### config.mk
export PLATFORM = sky130hd
export DESIGN_NAME = forward_moving_average_filter_flat
export DESIGN_NICKNAME = d
export VERILOG_FILES = /design/src/hw/rtl/fmaf_pkg.sv /design/src/hw/rtl/fmaf_interfaces.sv /design/src/hw/rtl/forward_moving_average_filter.sv /design/src/hw/rtl/fmaf_delay_ram.sv /design/src/hw/rtl/fmaf_front.sv /design/src/hw/rtl/fmaf_scale.sv /design/src/flat_wrapper.sv
export VERILOG_INCLUDE_DIRS = /design/src /design/src/hw/rtl
export SDC_FILE = /design/constraint.sdc
export NUM_CORES = 2
export LEC_CHECK = 0
export BUFFER_PORTS_ARGS = -buffer_cell sky130_fd_sc_hd__buf_2
export CAP_MARGIN = 20
export CORE_MARGIN = 8
export CORE_UTILIZATION = 35
export CTS_CLUSTER_DIAMETER = 150
export CTS_CLUSTER_SIZE = 25
export DETAILED_ROUTE_END_ITERATION = 6
export SYNTH_ARGS = -nofsm -noshare
export SYNTH_HDL_FRONTEND = slang
export SYNTH_SLANG_ARGS = --single-unit
### constraint.sdc
create_clock -name clock -period 13.7 [get_ports clock]
set_input_delay 1.37 -clock clock [delete_from_list [all_inputs] [get_ports clock]]
set_output_delay 1.37 -clock clock [all_outputs]
set_load 0.005 [all_outputs]
### src/hw/rtl/forward_moving_average_filter_macros.svh
// Assertion helpers used by the filter front end (fmaf_front).
// Both expect signals named clock and reset in the enclosing module.
`ifndef FORWARD_MOVING_AVERAGE_FILTER_MACROS_SVH
`define FORWARD_MOVING_AVERAGE_FILTER_MACROS_SVH

// Consequent checked in the cycle after the antecedent.
`define FMAF_ASSERT_NEXT(lbl, ante, cons, msg) \
   lbl: assert property (@(posedge clock) disable iff (reset) (ante) |=> (cons)) \
      else $error(msg);

// Consequent checked in the same cycle as the antecedent.
`define FMAF_ASSERT_NOW(lbl, ante, cons, msg) \
   lbl: assert property (@(posedge clock) disable iff (reset) (ante) |-> (cons)) \
      else $error(msg);

`endif

### src/hw/rtl/fmaf_pkg.sv
package fmaf_pkg;

   localparam int SAMPLE_W = 16;
   localparam int WIN_W    = 7;
   localparam int RECIP_W  = 17;
   localparam int SUM_W    = 23;
   localparam int AVG_W    = 16;
   localparam int BIN_W    = 12;
   localparam int PROD_W   = SUM_W + RECIP_W + 1;
   localparam int FRAC_W   = 16;
   localparam int QUOT_W   = PROD_W - FRAC_W;

   localparam int DEF_MAX_WINDOW    = 64;
   localparam int DEF_MAX_TRACE_LEN = 4096;

   localparam int CSR_IDX_W  = 1;
   localparam int CSR_DATA_W = RECIP_W;

   typedef enum logic [CSR_IDX_W-1:0] {
      CSR_WINDOW_LENGTH = 1'b0,
      CSR_RECIPROCAL    = 1'b1
   } csr_index_type;

   localparam logic [WIN_W-1:0]   WINDOW_RESET = WIN_W'(4);
   localparam logic [RECIP_W-1:0] RECIP_RESET  = RECIP_W'(16384);

   typedef struct packed {
      logic signed [SUM_W-1:0] sum;
      logic [BIN_W-1:0]        bin;
      logic                    last;
   } sum_item_type;

endpackage

### src/hw/rtl/fmaf_interfaces.sv
interface fmaf_req_if;
   import fmaf_pkg::*;
   logic                       valid;
   logic                       ready;
   logic signed [SAMPLE_W-1:0] sample;
   logic                       trace_end;

   modport source (output valid, output sample, output trace_end, input ready);
   modport sink   (input valid, input sample, input trace_end, output ready);
endinterface

interface fmaf_rsp_if;
   import fmaf_pkg::*;
   logic                    valid;
   logic                    ready;
   logic signed [AVG_W-1:0] average;
   logic [BIN_W-1:0]        bin_index;
   logic                    trace_end_res;

   modport source (output valid, output average, output bin_index, output trace_end_res,
                   input ready);
   modport sink   (input valid, input average, input bin_index, input trace_end_res,
                   output ready);
endinterface

interface fmaf_csr_if;
   import fmaf_pkg::*;
   logic                  valid;
   logic                  ready;
   logic [CSR_IDX_W-1:0]  index;
   logic [CSR_DATA_W-1:0] data;

   modport source (output valid, output index, output data, input ready);
   modport sink   (input valid, input index, input data, output ready);
endinterface

### src/hw/rtl/forward_moving_average_filter.sv
// Boxcar moving average over a ring delay line held in one RAM.
// Each result passes registers for the RAM read, sum update, multiply and
// saturate in turn; one item is accepted per cycle unless the response stalls.
// The running sum is the only loop, so items stream back to back unless the output stalls.
// Reset clears pointer, count, sum, pipeline valids and restores the registers
// (window 4, reciprocal 16384); the delay RAM is not cleared.
module forward_moving_average_filter #(
   parameter int MAX_WINDOW    = fmaf_pkg::DEF_MAX_WINDOW,
   parameter int MAX_TRACE_LEN = fmaf_pkg::DEF_MAX_TRACE_LEN
) (
   input logic        clock,
   input logic        reset,
   fmaf_req_if.sink   req_ch,
   fmaf_rsp_if.source rsp_ch,
   fmaf_csr_if.sink   csr_ch
);
   import fmaf_pkg::*;

   logic [WIN_W-1:0]   window_ff, window_in;
   logic [RECIP_W-1:0] recip_ff, recip_in;

   logic         sum_valid, sum_ready;
   sum_item_type sum_item;

   assign csr_ch.ready = 1'b1;

   always_comb begin
      window_in = window_ff;
      recip_in  = recip_ff;
      if (csr_ch.valid) begin
         case (csr_ch.index)
            CSR_WINDOW_LENGTH: window_in = csr_ch.data[WIN_W-1:0];
            CSR_RECIPROCAL:    recip_in  = csr_ch.data[RECIP_W-1:0];
            default: ;
         endcase
      end
   end

   always_ff @(posedge clock) begin
      if (reset) begin
         window_ff <= WINDOW_RESET;
         recip_ff  <= RECIP_RESET;
      end else begin
         window_ff <= window_in;
         recip_ff  <= recip_in;
      end
   end

   fmaf_front #(
      .MAX_WINDOW    (MAX_WINDOW),
      .MAX_TRACE_LEN (MAX_TRACE_LEN)
   ) u_front (
      .clock         (clock),
      .reset         (reset),
      .req_ch        (req_ch),
      .window_length (window_ff),
      .out_valid     (sum_valid),
      .out_ready     (sum_ready),
      .out_item      (sum_item)
   );

   fmaf_scale u_scale (
      .clock          (clock),
      .reset          (reset),
      .in_valid       (sum_valid),
      .in_ready       (sum_ready),
      .in_item        (sum_item),
      .reciprocal_q16 (recip_ff),
      .rsp_ch         (rsp_ch)
   );
endmodule

### src/hw/rtl/fmaf_delay_ram.sv
module fmaf_delay_ram #(
   parameter int DEPTH = fmaf_pkg::DEF_MAX_WINDOW,
   parameter int WIDTH = fmaf_pkg::SAMPLE_W
) (
   input  logic                     clock,
   input  logic                     wr_en,
   input  logic [$clog2(DEPTH)-1:0] wr_addr,
   input  logic [WIDTH-1:0]         wr_data,
   input  logic                     rd_en,
   input  logic [$clog2(DEPTH)-1:0] rd_addr,
   output logic [WIDTH-1:0]         rd_data
);
   logic [WIDTH-1:0] mem [DEPTH];
   logic [WIDTH-1:0] rd_data_ff;

   // read-during-write to the same entry returns the old contents
   always_ff @(posedge clock) begin
      if (wr_en) begin
         mem[wr_addr] <= wr_data;
      end
      if (rd_en) begin
         rd_data_ff <= mem[rd_addr];
      end
   end

   assign rd_data = rd_data_ff;
endmodule

### src/hw/rtl/fmaf_front.sv
`include "forward_moving_average_filter_macros.svh"

module fmaf_front #(
   parameter int MAX_WINDOW    = fmaf_pkg::DEF_MAX_WINDOW,
   parameter int MAX_TRACE_LEN = fmaf_pkg::DEF_MAX_TRACE_LEN
) (
   input  logic                        clock,
   input  logic                        reset,
   fmaf_req_if.sink                    req_ch,
   input  logic [fmaf_pkg::WIN_W-1:0]  window_length,
   output logic                        out_valid,
   input  logic                        out_ready,
   output fmaf_pkg::sum_item_type      out_item
);
   import fmaf_pkg::*;

   localparam int AW = $clog2(MAX_WINDOW);
   localparam int CW = $clog2(MAX_TRACE_LEN);

   logic [AW-1:0] wp_ff, wp_in;
   logic [CW-1:0] count_ff, count_in;
   logic [SUM_W-1:0] sum_ff, sum_in;

   logic                       s1_v_ff, s1_v_in;
   logic signed [SAMPLE_W-1:0] s1_sample_ff;
   logic                       s1_last_ff, s1_active_ff, s1_sub_ff, s1_emit_ff;
   logic [BIN_W-1:0]           s1_bin_ff;

   logic         s2_v_ff, s2_v_in;
   sum_item_type s2_item_ff, s2_item_in;

   logic [WIN_W-1:0] w_eff;
   logic [31:0]      w32, pos32, wp32, idx32, bin32;
   logic             active, sub, emit, accept, s2_free, adv1;
   logic [AW-1:0]    rd_addr;
   logic [SAMPLE_W-1:0] old_sample;
   logic [SUM_W-1:0] sample_ext, old_ext, sum_new;

   // window above the delay line depth acts as the full depth
   assign w_eff  = (32'(window_length) > MAX_WINDOW) ? WIN_W'(MAX_WINDOW) : window_length;
   assign active = w_eff >= WIN_W'(2);
   assign w32    = 32'(w_eff);
   assign pos32  = 32'(count_ff);
   assign wp32   = 32'(wp_ff);
   assign sub    = pos32 >= w32;
   assign emit   = active && (pos32 + 32'd1 >= w32);
   assign bin32  = pos32 - w32 + 32'd1;
   assign idx32  = (wp32 >= w32) ? (wp32 - w32) : (wp32 + 32'(MAX_WINDOW) - w32);
   assign rd_addr = idx32[AW-1:0];

   assign s2_free      = !s2_v_ff || out_ready;
   assign req_ch.ready = !s1_v_ff || s2_free;
   assign accept       = req_ch.valid && req_ch.ready;
   assign adv1         = s1_v_ff && s2_free;

   fmaf_delay_ram #(
      .DEPTH (MAX_WINDOW),
      .WIDTH (SAMPLE_W)
   ) u_delay (
      .clock   (clock),
      .wr_en   (accept && active),
      .wr_addr (wp_ff),
      .wr_data (req_ch.sample),
      .rd_en   (accept),
      .rd_addr (rd_addr),
      .rd_data (old_sample)
   );

   assign sample_ext = {{(SUM_W-SAMPLE_W){s1_sample_ff[SAMPLE_W-1]}}, s1_sample_ff};
   assign old_ext    = {{(SUM_W-SAMPLE_W){old_sample[SAMPLE_W-1]}}, old_sample};

   always_comb begin
      wp_in    = wp_ff;
      count_in = count_ff;
      if (accept && active) begin
         wp_in = (wp32 == 32'(MAX_WINDOW - 1)) ? '0 : wp_ff + AW'(1);
         if (pos32 < 32'(MAX_TRACE_LEN - 1)) begin
            count_in = count_ff + CW'(1);
         end
      end
      if (accept && req_ch.trace_end) begin
         count_in = '0;
      end
   end

   always_comb begin
      sum_new = sum_ff;
      if (s1_active_ff) begin
         sum_new = sum_ff + sample_ext - (s1_sub_ff ? old_ext : '0);
      end
      sum_in = sum_ff;
      if (adv1) begin
         sum_in = s1_last_ff ? '0 : sum_new;
      end
   end

   always_comb begin
      s1_v_in = s1_v_ff;
      if (req_ch.ready) begin
         s1_v_in = accept;
      end
      s2_v_in         = s2_v_ff;
      s2_item_in      = s2_item_ff;
      if (s2_free) begin
         s2_v_in         = adv1 && s1_emit_ff;
         s2_item_in.sum  = $signed(sum_new);
         s2_item_in.bin  = s1_bin_ff;
         s2_item_in.last = s1_last_ff;
      end
   end

   always_ff @(posedge clock) begin
      if (reset) begin
         wp_ff    <= '0;
         count_ff <= '0;
         sum_ff   <= '0;
         s1_v_ff  <= 1'b0;
         s2_v_ff  <= 1'b0;
      end else begin
         wp_ff    <= wp_in;
         count_ff <= count_in;
         sum_ff   <= sum_in;
         s1_v_ff  <= s1_v_in;
         s2_v_ff  <= s2_v_in;
      end
   end

   always_ff @(posedge clock) begin
      if (accept) begin
         s1_sample_ff <= req_ch.sample;
         s1_last_ff   <= req_ch.trace_end;
         s1_active_ff <= active;
         s1_sub_ff    <= sub;
         s1_emit_ff   <= emit;
         s1_bin_ff    <= bin32[BIN_W-1:0];
      end
      s2_item_ff <= s2_item_in;
   end

   assign out_valid = s2_v_ff;
   assign out_item  = s2_item_ff;

   `FMAF_ASSERT_NOW(a_wp_range, 1'b1, 32'(wp_ff) < MAX_WINDOW, "write pointer past depth")
   `FMAF_ASSERT_NOW(a_count_sat, 1'b1, 32'(count_ff) < MAX_TRACE_LEN, "sample count overran")
   `FMAF_ASSERT_NEXT(a_end_clears, accept && req_ch.trace_end, count_ff == '0,
      "trace end did not clear count")
   `FMAF_ASSERT_NEXT(a_s2_hold, s2_v_ff && !out_ready, s2_v_ff && $stable(s2_item_ff),
      "stalled sum item changed")
endmodule

### src/hw/rtl/fmaf_scale.sv
module fmaf_scale (
   input  logic                         clock,
   input  logic                         reset,
   input  logic                         in_valid,
   output logic                         in_ready,
   input  fmaf_pkg::sum_item_type       in_item,
   input  logic [fmaf_pkg::RECIP_W-1:0] reciprocal_q16,
   fmaf_rsp_if.source                   rsp_ch
);
   import fmaf_pkg::*;

   logic                     p_v_ff, p_v_in;
   logic signed [PROD_W-1:0] prod_ff;
   logic [BIN_W-1:0]         p_bin_ff;
   logic                     p_last_ff;

   logic                    o_v_ff, o_v_in;
   logic signed [AVG_W-1:0] o_avg_ff, o_avg_in;
   logic [BIN_W-1:0]        o_bin_ff;
   logic                    o_last_ff;

   logic out_free, p_free;
   logic signed [QUOT_W-1:0] quot;
   logic [QUOT_W-AVG_W:0]    quot_hi;

   assign out_free = !o_v_ff || rsp_ch.ready;
   assign p_free   = !p_v_ff || out_free;
   assign in_ready = p_free;

   // arithmetic shift gives the floor of the Q16 product
   assign quot    = prod_ff[PROD_W-1:FRAC_W];
   assign quot_hi = quot[QUOT_W-1:AVG_W-1];

   always_comb begin
      if ((&quot_hi) || !(|quot_hi)) begin
         o_avg_in = quot[AVG_W-1:0];
      end else if (quot[QUOT_W-1]) begin
         o_avg_in = {1'b1, {(AVG_W-1){1'b0}}};
      end else begin
         o_avg_in = {1'b0, {(AVG_W-1){1'b1}}};
      end
      p_v_in = p_free ? in_valid : p_v_ff;
      o_v_in = out_free ? p_v_ff : o_v_ff;
   end

   always_ff @(posedge clock) begin
      if (reset) begin
         p_v_ff <= 1'b0;
         o_v_ff <= 1'b0;
      end else begin
         p_v_ff <= p_v_in;
         o_v_ff <= o_v_in;
      end
   end

   always_ff @(posedge clock) begin
      if (p_free && in_valid) begin
         prod_ff   <= in_item.sum * $signed({1'b0, reciprocal_q16});
         p_bin_ff  <= in_item.bin;
         p_last_ff <= in_item.last;
      end
      if (out_free && p_v_ff) begin
         o_avg_ff  <= o_avg_in;
         o_bin_ff  <= p_bin_ff;
         o_last_ff <= p_last_ff;
      end
   end

   assign rsp_ch.valid         = o_v_ff;
   assign rsp_ch.average       = o_avg_ff;
   assign rsp_ch.bin_index     = o_bin_ff;
   assign rsp_ch.trace_end_res = o_last_ff;
endmodule
### src/flat_wrapper.sv
// flat-port wrapper written by rule: the top's interface ports become plain ports
module forward_moving_average_filter_flat import fmaf_pkg::*;
#(
   parameter int MAX_WINDOW    = fmaf_pkg::DEF_MAX_WINDOW,
   parameter int MAX_TRACE_LEN = fmaf_pkg::DEF_MAX_TRACE_LEN
)
  (clock, reset, req_ch_valid, req_ch_sample, req_ch_trace_end, req_ch_ready, rsp_ch_valid, rsp_ch_average, rsp_ch_bin_index, rsp_ch_trace_end_res, rsp_ch_ready, csr_ch_valid, csr_ch_index, csr_ch_data, csr_ch_ready);
  fmaf_req_if req_ch_i ();
  fmaf_rsp_if rsp_ch_i ();
  fmaf_csr_if csr_ch_i ();
  input logic clock;
  input logic reset;
  input wire logic [$bits(req_ch_i.valid)-1:0] req_ch_valid;
  input wire logic [$bits(req_ch_i.sample)-1:0] req_ch_sample;
  input wire logic [$bits(req_ch_i.trace_end)-1:0] req_ch_trace_end;
  output wire logic [$bits(req_ch_i.ready)-1:0] req_ch_ready;
  output wire logic [$bits(rsp_ch_i.valid)-1:0] rsp_ch_valid;
  output wire logic [$bits(rsp_ch_i.average)-1:0] rsp_ch_average;
  output wire logic [$bits(rsp_ch_i.bin_index)-1:0] rsp_ch_bin_index;
  output wire logic [$bits(rsp_ch_i.trace_end_res)-1:0] rsp_ch_trace_end_res;
  input wire logic [$bits(rsp_ch_i.ready)-1:0] rsp_ch_ready;
  input wire logic [$bits(csr_ch_i.valid)-1:0] csr_ch_valid;
  input wire logic [$bits(csr_ch_i.index)-1:0] csr_ch_index;
  input wire logic [$bits(csr_ch_i.data)-1:0] csr_ch_data;
  output wire logic [$bits(csr_ch_i.ready)-1:0] csr_ch_ready;
  assign req_ch_i.valid = req_ch_valid;
  assign req_ch_i.sample = req_ch_sample;
  assign req_ch_i.trace_end = req_ch_trace_end;
  assign req_ch_ready = req_ch_i.ready;
  assign rsp_ch_valid = rsp_ch_i.valid;
  assign rsp_ch_average = rsp_ch_i.average;
  assign rsp_ch_bin_index = rsp_ch_i.bin_index;
  assign rsp_ch_trace_end_res = rsp_ch_i.trace_end_res;
  assign rsp_ch_i.ready = rsp_ch_ready;
  assign csr_ch_i.valid = csr_ch_valid;
  assign csr_ch_i.index = csr_ch_index;
  assign csr_ch_i.data = csr_ch_data;
  assign csr_ch_ready = csr_ch_i.ready;
  forward_moving_average_filter #(.MAX_WINDOW(MAX_WINDOW), .MAX_TRACE_LEN(MAX_TRACE_LEN)) u_core (.clock(clock), .reset(reset), .req_ch(req_ch_i), .rsp_ch(rsp_ch_i), .csr_ch(csr_ch_i));
endmodule
### Word-level counts from Yosys, hierarchy flattened

Memory sizes are Yosys's and may differ from the RTL's. A register that Yosys moved wholly into a read port is not among the register bits.
Index checks and enable logic that the tools add are counted.

| word-level totals | value |
|---|---|
| register bits after elaboration | 220 |
| memories kept | 1 |
| bits of input ports | 40 |
| output and inout bits | 32 |
| bits in writable memories | 1,024 |
| word-level logic and storage cells | 78 |

Memories:

| memory | depth | bits a word | rd ports | clocked after memory_dff | write ports | RTL line | text |
|---|---|---|---|---|---|---|---|
| u_core.u_front.u_delay.mem | 64 | 16 | 1 | 1 | 1 | fmaf_delay_ram.sv:13 | `logic [WIDTH-1:0] mem [DEPTH];` |

| operators by class | value |
|---|---|
| muxes and demuxes | 10 |
| equal/unequal tests | 1 |
| $lt $le $gt $ge | 6 |
| bitwise gates (word level) | 1 |
| reduce and logical (&&, ||, !) cells | 24 |
| multiply operators | 1 |
| $add $sub $neg | 10 |

Operator list:

| kind | count |
|---|---|
| 23-bit 2-to-1 mux | 3 |
| 23-bit by 18-bit multiplier with 41-bit output | 1 |
| 16-bit 2-to-1 mux | 2 |
| 23-bit adder | 1 |
| 23-bit subtractor | 1 |
| 12-bit by 1-bit adder with 13-bit output, second input constant | 1 |
| 13-bit by 7-bit >= comparator with 1-bit output | 1 |
| 12-bit by 1-bit adder with 12-bit output, second input constant | 1 |
| 12-bit by 2-bit adder with 12-bit output, second input constant | 1 |
| 6-bit by 1-bit adder with 6-bit output, second input constant | 2 |
| 12-bit by 7-bit >= comparator with 1-bit output | 1 |
| 12-bit less-than comparator, second input constant | 1 |
| 6-bit 2-to-1 mux | 2 |
| 12-bit by 7-bit subtractor with 12-bit output | 1 |
| 6-bit subtractor | 2 |
| 10-bit AND reduction | 1 |
| 10-bit OR reduction | 1 |
| 1-bit logical AND | 8 |
| 6-bit by 7-bit >= comparator with 1-bit output | 1 |
| 7-bit by 2-bit >= comparator with 1-bit output, second input constant | 1 |
| 7-bit greater-than comparator, second input constant | 1 |
| 7-bit 2-to-1 mux | 1 |
| 6-bit == test, second input constant | 1 |
| 2-bit AND reduction | 3 |
| other kinds (5) | 14 |

### Logic depth before layout (Yosys ltp)

| logic depth | value |
|---|---|
| depth in word-level cells | 9 |
| mapped depth | 24 |
| mapped depth without buffers | 23 |

### Cells and area by module

A second synthesis with hierarchy kept.

| second synthesis, totals | value |
|---|---|
| cells, all modules | 4,343 |
| area, all modules | 64,835.9 um2 |

Modules (own cells, without submodules):

| module | cells each | area each (um2) | instances | seq. area each (um2) |
|---|---|---|---|---|
| fmaf_delay_ram | 1,829 | 40,202.3 | 1 | 31,230.0 |
| fmaf_scale | 1,649 | 16,081.7 | 1 | 2,052.0 |
| fmaf_front | 761 | 7,529.7 | 1 | 2,902.8 |
| forward_moving_average_filter | 104 | 1,022.2 | 1 | 480.5 |

### Least setup slack after synthesis

Ideal clock, no wire load.

| timing | value |
|---|---|
| kind | register to register |
| start point | reg u_core.u_front.s2_item_ff (netlist bit u_core.u_front.out_item[20]) |
| end point | reg u_core.u_scale.prod_ff[28], data pin |
| data required time | 13.444 ns |
| period minus slack after synthesis | 6.204 ns |
| data arrival time | 5.948 ns |
| library setup time | 0.256 ns |
| buffers on the path | 1 |
| slack | 7.496 ns |
| cell stages (with the launch flop) | 24 |
| cells stage by stage | edfxtp_1 clkbuf_1 nand2_1 fa_1 inv_1 fa_1 inv_1 fa_1 inv_1 fa_1 fa_1 inv_1 fa_1 inv_1 ha_1 a21o_1 a21o_1 a2111o_1 nand3_1 a21oi_1 o21ai_1 a21boi_1 or4b_1 o211a_1 |

| between the ends | value |
|---|---|
| longest elaborated chain between the ends | 1 |

RTL lines:

| what | RTL line | text |
|---|---|---|
| from (decl) | fmaf_front.sv:30 | `sum_item_type s2_item_ff, s2_item_in;` |
| from (signal assigned) | fmaf_front.sv:137 | `s2_item_ff <= s2_item_in;` |
| 23-bit by 18-bit multiplier with 41-bit output | fmaf_scale.sv:58 | `prod_ff <= in_item.sum * $signed({1'b0, reciprocal_q16});` |
| to (signal assigned) | fmaf_scale.sv:58 |  |
| to (decl) | fmaf_scale.sv:13 | `logic signed [PROD_W-1:0] prod_ff;` |

No other way between the ends.
A chain may end at the register's enable or synchronous reset.

### Worst setup path after layout

| timing | value |
|---|---|
| start point | reg u_core.recip_ff[9] |
| end point | reg u_core.u_scale.prod_ff[39], data pin |

| between the ends | value |
|---|---|
| longest elaborated chain between the ends | 1 |

RTL lines:

| what | RTL line | text |
|---|---|---|
| from (decl) | forward_moving_average_filter.sv:20 | `logic [RECIP_W-1:0] recip_ff, recip_in;` |
| from (signal assigned) | forward_moving_average_filter.sv:45 | `recip_ff <= recip_in;` |
| 23-bit by 18-bit multiplier with 41-bit output | fmaf_scale.sv:58 |  |

No other way between the ends.

==> flow_metrics.py <==
metrics = {
    "status": {
        "status": "finished clean",
    },
    "final_layout": {
        "seq_area_mm2": 0.0367,
        "fillers": 16700,
        "nNetsFinal": 4734,
        "syn_to_final_growth_pct": 8.17,
        "n_antenna_cell": 0,
        "multi_input_comb_area_mm2": 0.0241,
        "layout-drive-gt1-share_pct": 14.1,
        "postLayoutCoreUtil_pct": 38.1,
    },
    "place": {
        "gp_congestion": 0.822,
        "dp_hpwl_mm": 91.9,
        "portBuffers": 70,
    },
    "job": {
        "cap_violations": 0,
    },
    "floorplanning": {
        "die_h_um": 442,
        "core_mm2": 0.181,
        "die-area_mm2": 0.195,
        "rows": 156,
        "die_x_um": 442,
        "start_util_pct": 35.2,
        "ioPinCount": 72,
    },
    "synth": {
        "yosys-top-cells-count": "edfxtp_1, inv_1, fa_1",
        "yosys_most_used_dff": "edfxtp_1",
        "yosys.area.top_type": "edfxtp_1",
        "synth_edf_count": 1175,
        "ys_seq_elements": 1244,
        "yosysTopAreaCellShare_pct": 55.5,
        "synth.most_common_cell": "edfxtp_1",
        "avgSynthCellArea_um2": 15.7,
        "synthTopCellsByArea": "edfxtp_1, fa_1, mux4_2, inv_1, ha_1",
        "ys_types": 69,
        "ys_warn_count": 0,
        "syn_nets": 4669,
        "synthArstFlopShare_pct": 0,
        "netlist_area_mm2": 0.0635,
        "synthCells": 4057,
        "yosysSeqAreaShare_pct": 57.7,
    },
    "global_routing": {
        "track_usage_pct": 14.0,
        "grt_first_pass_wirelength_mm": 214,
        "overflow": 0,
        "antenna_found_initial": 5,
        "grt_pass1_vias": 33800,
        "grt_max_degree": 129,
    },
    "critical_path": {
        "crit_arrival_ns": 7.44,
        "worstPathRequired_ns": 14.24,
        "reg2reg_to": "u_core.u_scale.prod_ff[39]",
        "critPathMaxFanout": 24,
        "cp_top_family": "adder cells",
        "cp.depth": 22,
        "endpoint_kind": "flip-flop",
        "r2r_setup_slack_ns": 6.80,
        "timing.rr.start": "u_core.recip_ff[9]",
        "path_cells": "nand2_1 -> fa_1 -> inv_1 -> fa_1 -> inv_1 -> fa_1 -> inv_1 -> fa_1 -> fa_1 -> inv_1 -> fa_1 -> inv_1 -> ha_1 -> a21o_1 -> a21o_1 -> a2111o_1 -> nand4_1 -> a21oi_2 -> o2111ai_2 -> a31oi_2 -> or4_1 -> nand4_1",
        "max_stage_delay_ns": 0.95,
        "start_kind": "flip-flop",
        "cp_common_cell": "fa_1",
        "critPathKind": "flip-flop to flip-flop",
        "path_buf_inv": 5,
        "slowest_stage": "dfxtp_1",
        "ff2ff_path_depth": 22,
    },
    "timing": {
        "setup_viol": 0,
        "final_max_slew_viol_count": 0,
        "max_slew.worst_pin.slew_ns": 1.14,
        "tns_ns": 0,
        "finalClockSkew_ns": 0.0447,
        "post-route-period-util_pct": 50.4,
        "slew_headroom_pct": 23.8,
        "grt_setup_unrepaired": "no",
        "min_period_ns": 6.90,
        "hold_viol": 0,
        "fmax_mhz": 145,
    },
    "drt": {
        "drt_wl_total_mm": 139,
        "dr_total_vias": 32300,
        "ant_nets": 0,
        "drc": 0,
        "drt_iter0_drc": 2724,
        "wl_per_cell_um": 21.3,
        "viasPerCell": 4.96,
        "firstDrtPassIters": 7,
    },
    "hold_path": {
        "worstHoldStart": "u_core.u_scale.p_bin_ff[4]",
        "min_to": "u_core.u_scale.rsp_ch.bin_index[4]",
        "holdPathStages": 0,
        "hp-class": "flip-flop to flip-flop",
    },
    "cts": {
        "insertion_delay_ns": 0.72,
        "postCtsHoldBufs": 0,
        "cts.clk_slew.worst_paths_ns": 0.10,
        "cts_tree": "yes",
        "cts.sinks": 1244,
        "cts-resized-gates": 0,
        "cts_buffers": 58,
        "cts-root-buf": "clkbuf_16",
        "cts-htree-levels": 2,
        "cts_buffer_depth": 3,
        "cts_setup_buffers": 0,
    },
    "power": {
        "leakage_nw": 24.9,
        "peakVddDrop_v": 0.000130,
        "power_density_mw_per_mm2": 157,
        "power_mw": 10.8,
    },
}
## cell type report
cell class / count / area share (%)
tap: 2370 / 4.32
sequential: 1244 / 53.4
clock inverter: 10 / 0.246
multi-input combinational: 2068 / 35.0
inverter: 579 / 3.16
clock buffer: 71 / 2.18
timing repair buffer: 171 / 1.72
## how the worst max path moves through the flow
stage,start,end
after floorplan,u_core.u_front.out_item[20],u_core.u_scale.prod_ff[28]
after global placement,u_core.recip_ff[10],u_core.u_scale.prod_ff[28]
after detailed placement,u_core.recip_ff[9],u_core.u_scale.prod_ff[39]
after CTS,u_core.recip_ff[3],u_core.u_scale.prod_ff[39]
after global routing,u_core.recip_ff[0],u_core.u_scale.prod_ff[39]
final,u_core.recip_ff[9],u_core.u_scale.prod_ff[39]
## cells in the final DEF, fill, tap and decap left out, types with 8 or more instances in the layout
cell,netlist,routed
a211oi_1,20,20
nor2b_1,27,26
buf_2,28,70
nand2b_1,10,10
mux2i_1,24,24
xnor2_1,53,51
a22oi_1,16,16
xor2_1,29,29
nand4_1,8,8
and2_1,209,208
nor3_1,12,11
a21oi_1,96,96
a21o_1,23,23
nand3_1,26,25
dfxtp_1,69,69
buf_4,13,95
edfxtp_1,1175,1175
ha_1,162,161
mux4_2,320,320
nand2_1,320,320
o21bai_1,16,16
clkbuf_1,118,13
o21ai_0,45,45
inv_1,578,578
fa_1,410,409
nor2_1,145,144
o21ai_1,10,10
clkbuf_16,0,58
## state kept, by name (all words and copies together), names as in the netlist, 16 cells and up
register / cells
u_core.u_front.sum_ff: 23
u_core.u_front.out_item: 36
u_core.u_front.u_delay.rd_data: 16
u_core.u_front.s1_sample_ff: 16
u_core.u_scale.rsp_ch.average: 16
u_core.recip_ff: 17
u_core.u_scale.prod_ff: 25
u_core.u_front.u_delay.mem: 1024
## stage by stage
step	setup WS (ns)	area (um^2)	hold WS (ns)	cells
3_5_place_dp	6.82	67000	0.405	6429
4_1_cts	6.76	68700	0.420	6510
5_1_grt	6.35	68700	0.436	6513
6_report	6.80	68700	0.416	6513
3_3_place_gp	6.91	67000	0.404	6428
2_1_floorplan	7.50	63500	0.400	4057
## report_power, final
part,internal [mW],switching [mW],leakage [nW],total [mW]
registers,4.41,0.241,11.2,4.65
clock network,0.796,1.20,0.803,1.99
logic,1.78,2.34,12.9,4.12
total,6.98,3.78,24.9,10.8
## routing by layer
layer	part of all wire, %	wire (um)	track usage (%)
met4	2.1	2920	3.02
met3	4.3	5910	1.57
met1	45	62700	19.7
met2	49	67400	23.6
met5	0	0	0
## logic make-up after synthesis
family,Yosys count,synth area share (%)
other,1,0.00590
buffers and inverters,745,4.56
xor gates and xnor gates,84,1.18
and+or+nand+nor,789,5.91
AOI/OAI and AO/OA,275,2.73
DFF,1244,57.7
muxes,347,11.8
adders and majority gates,572,16.1
(Power assumes the default switching activity.)
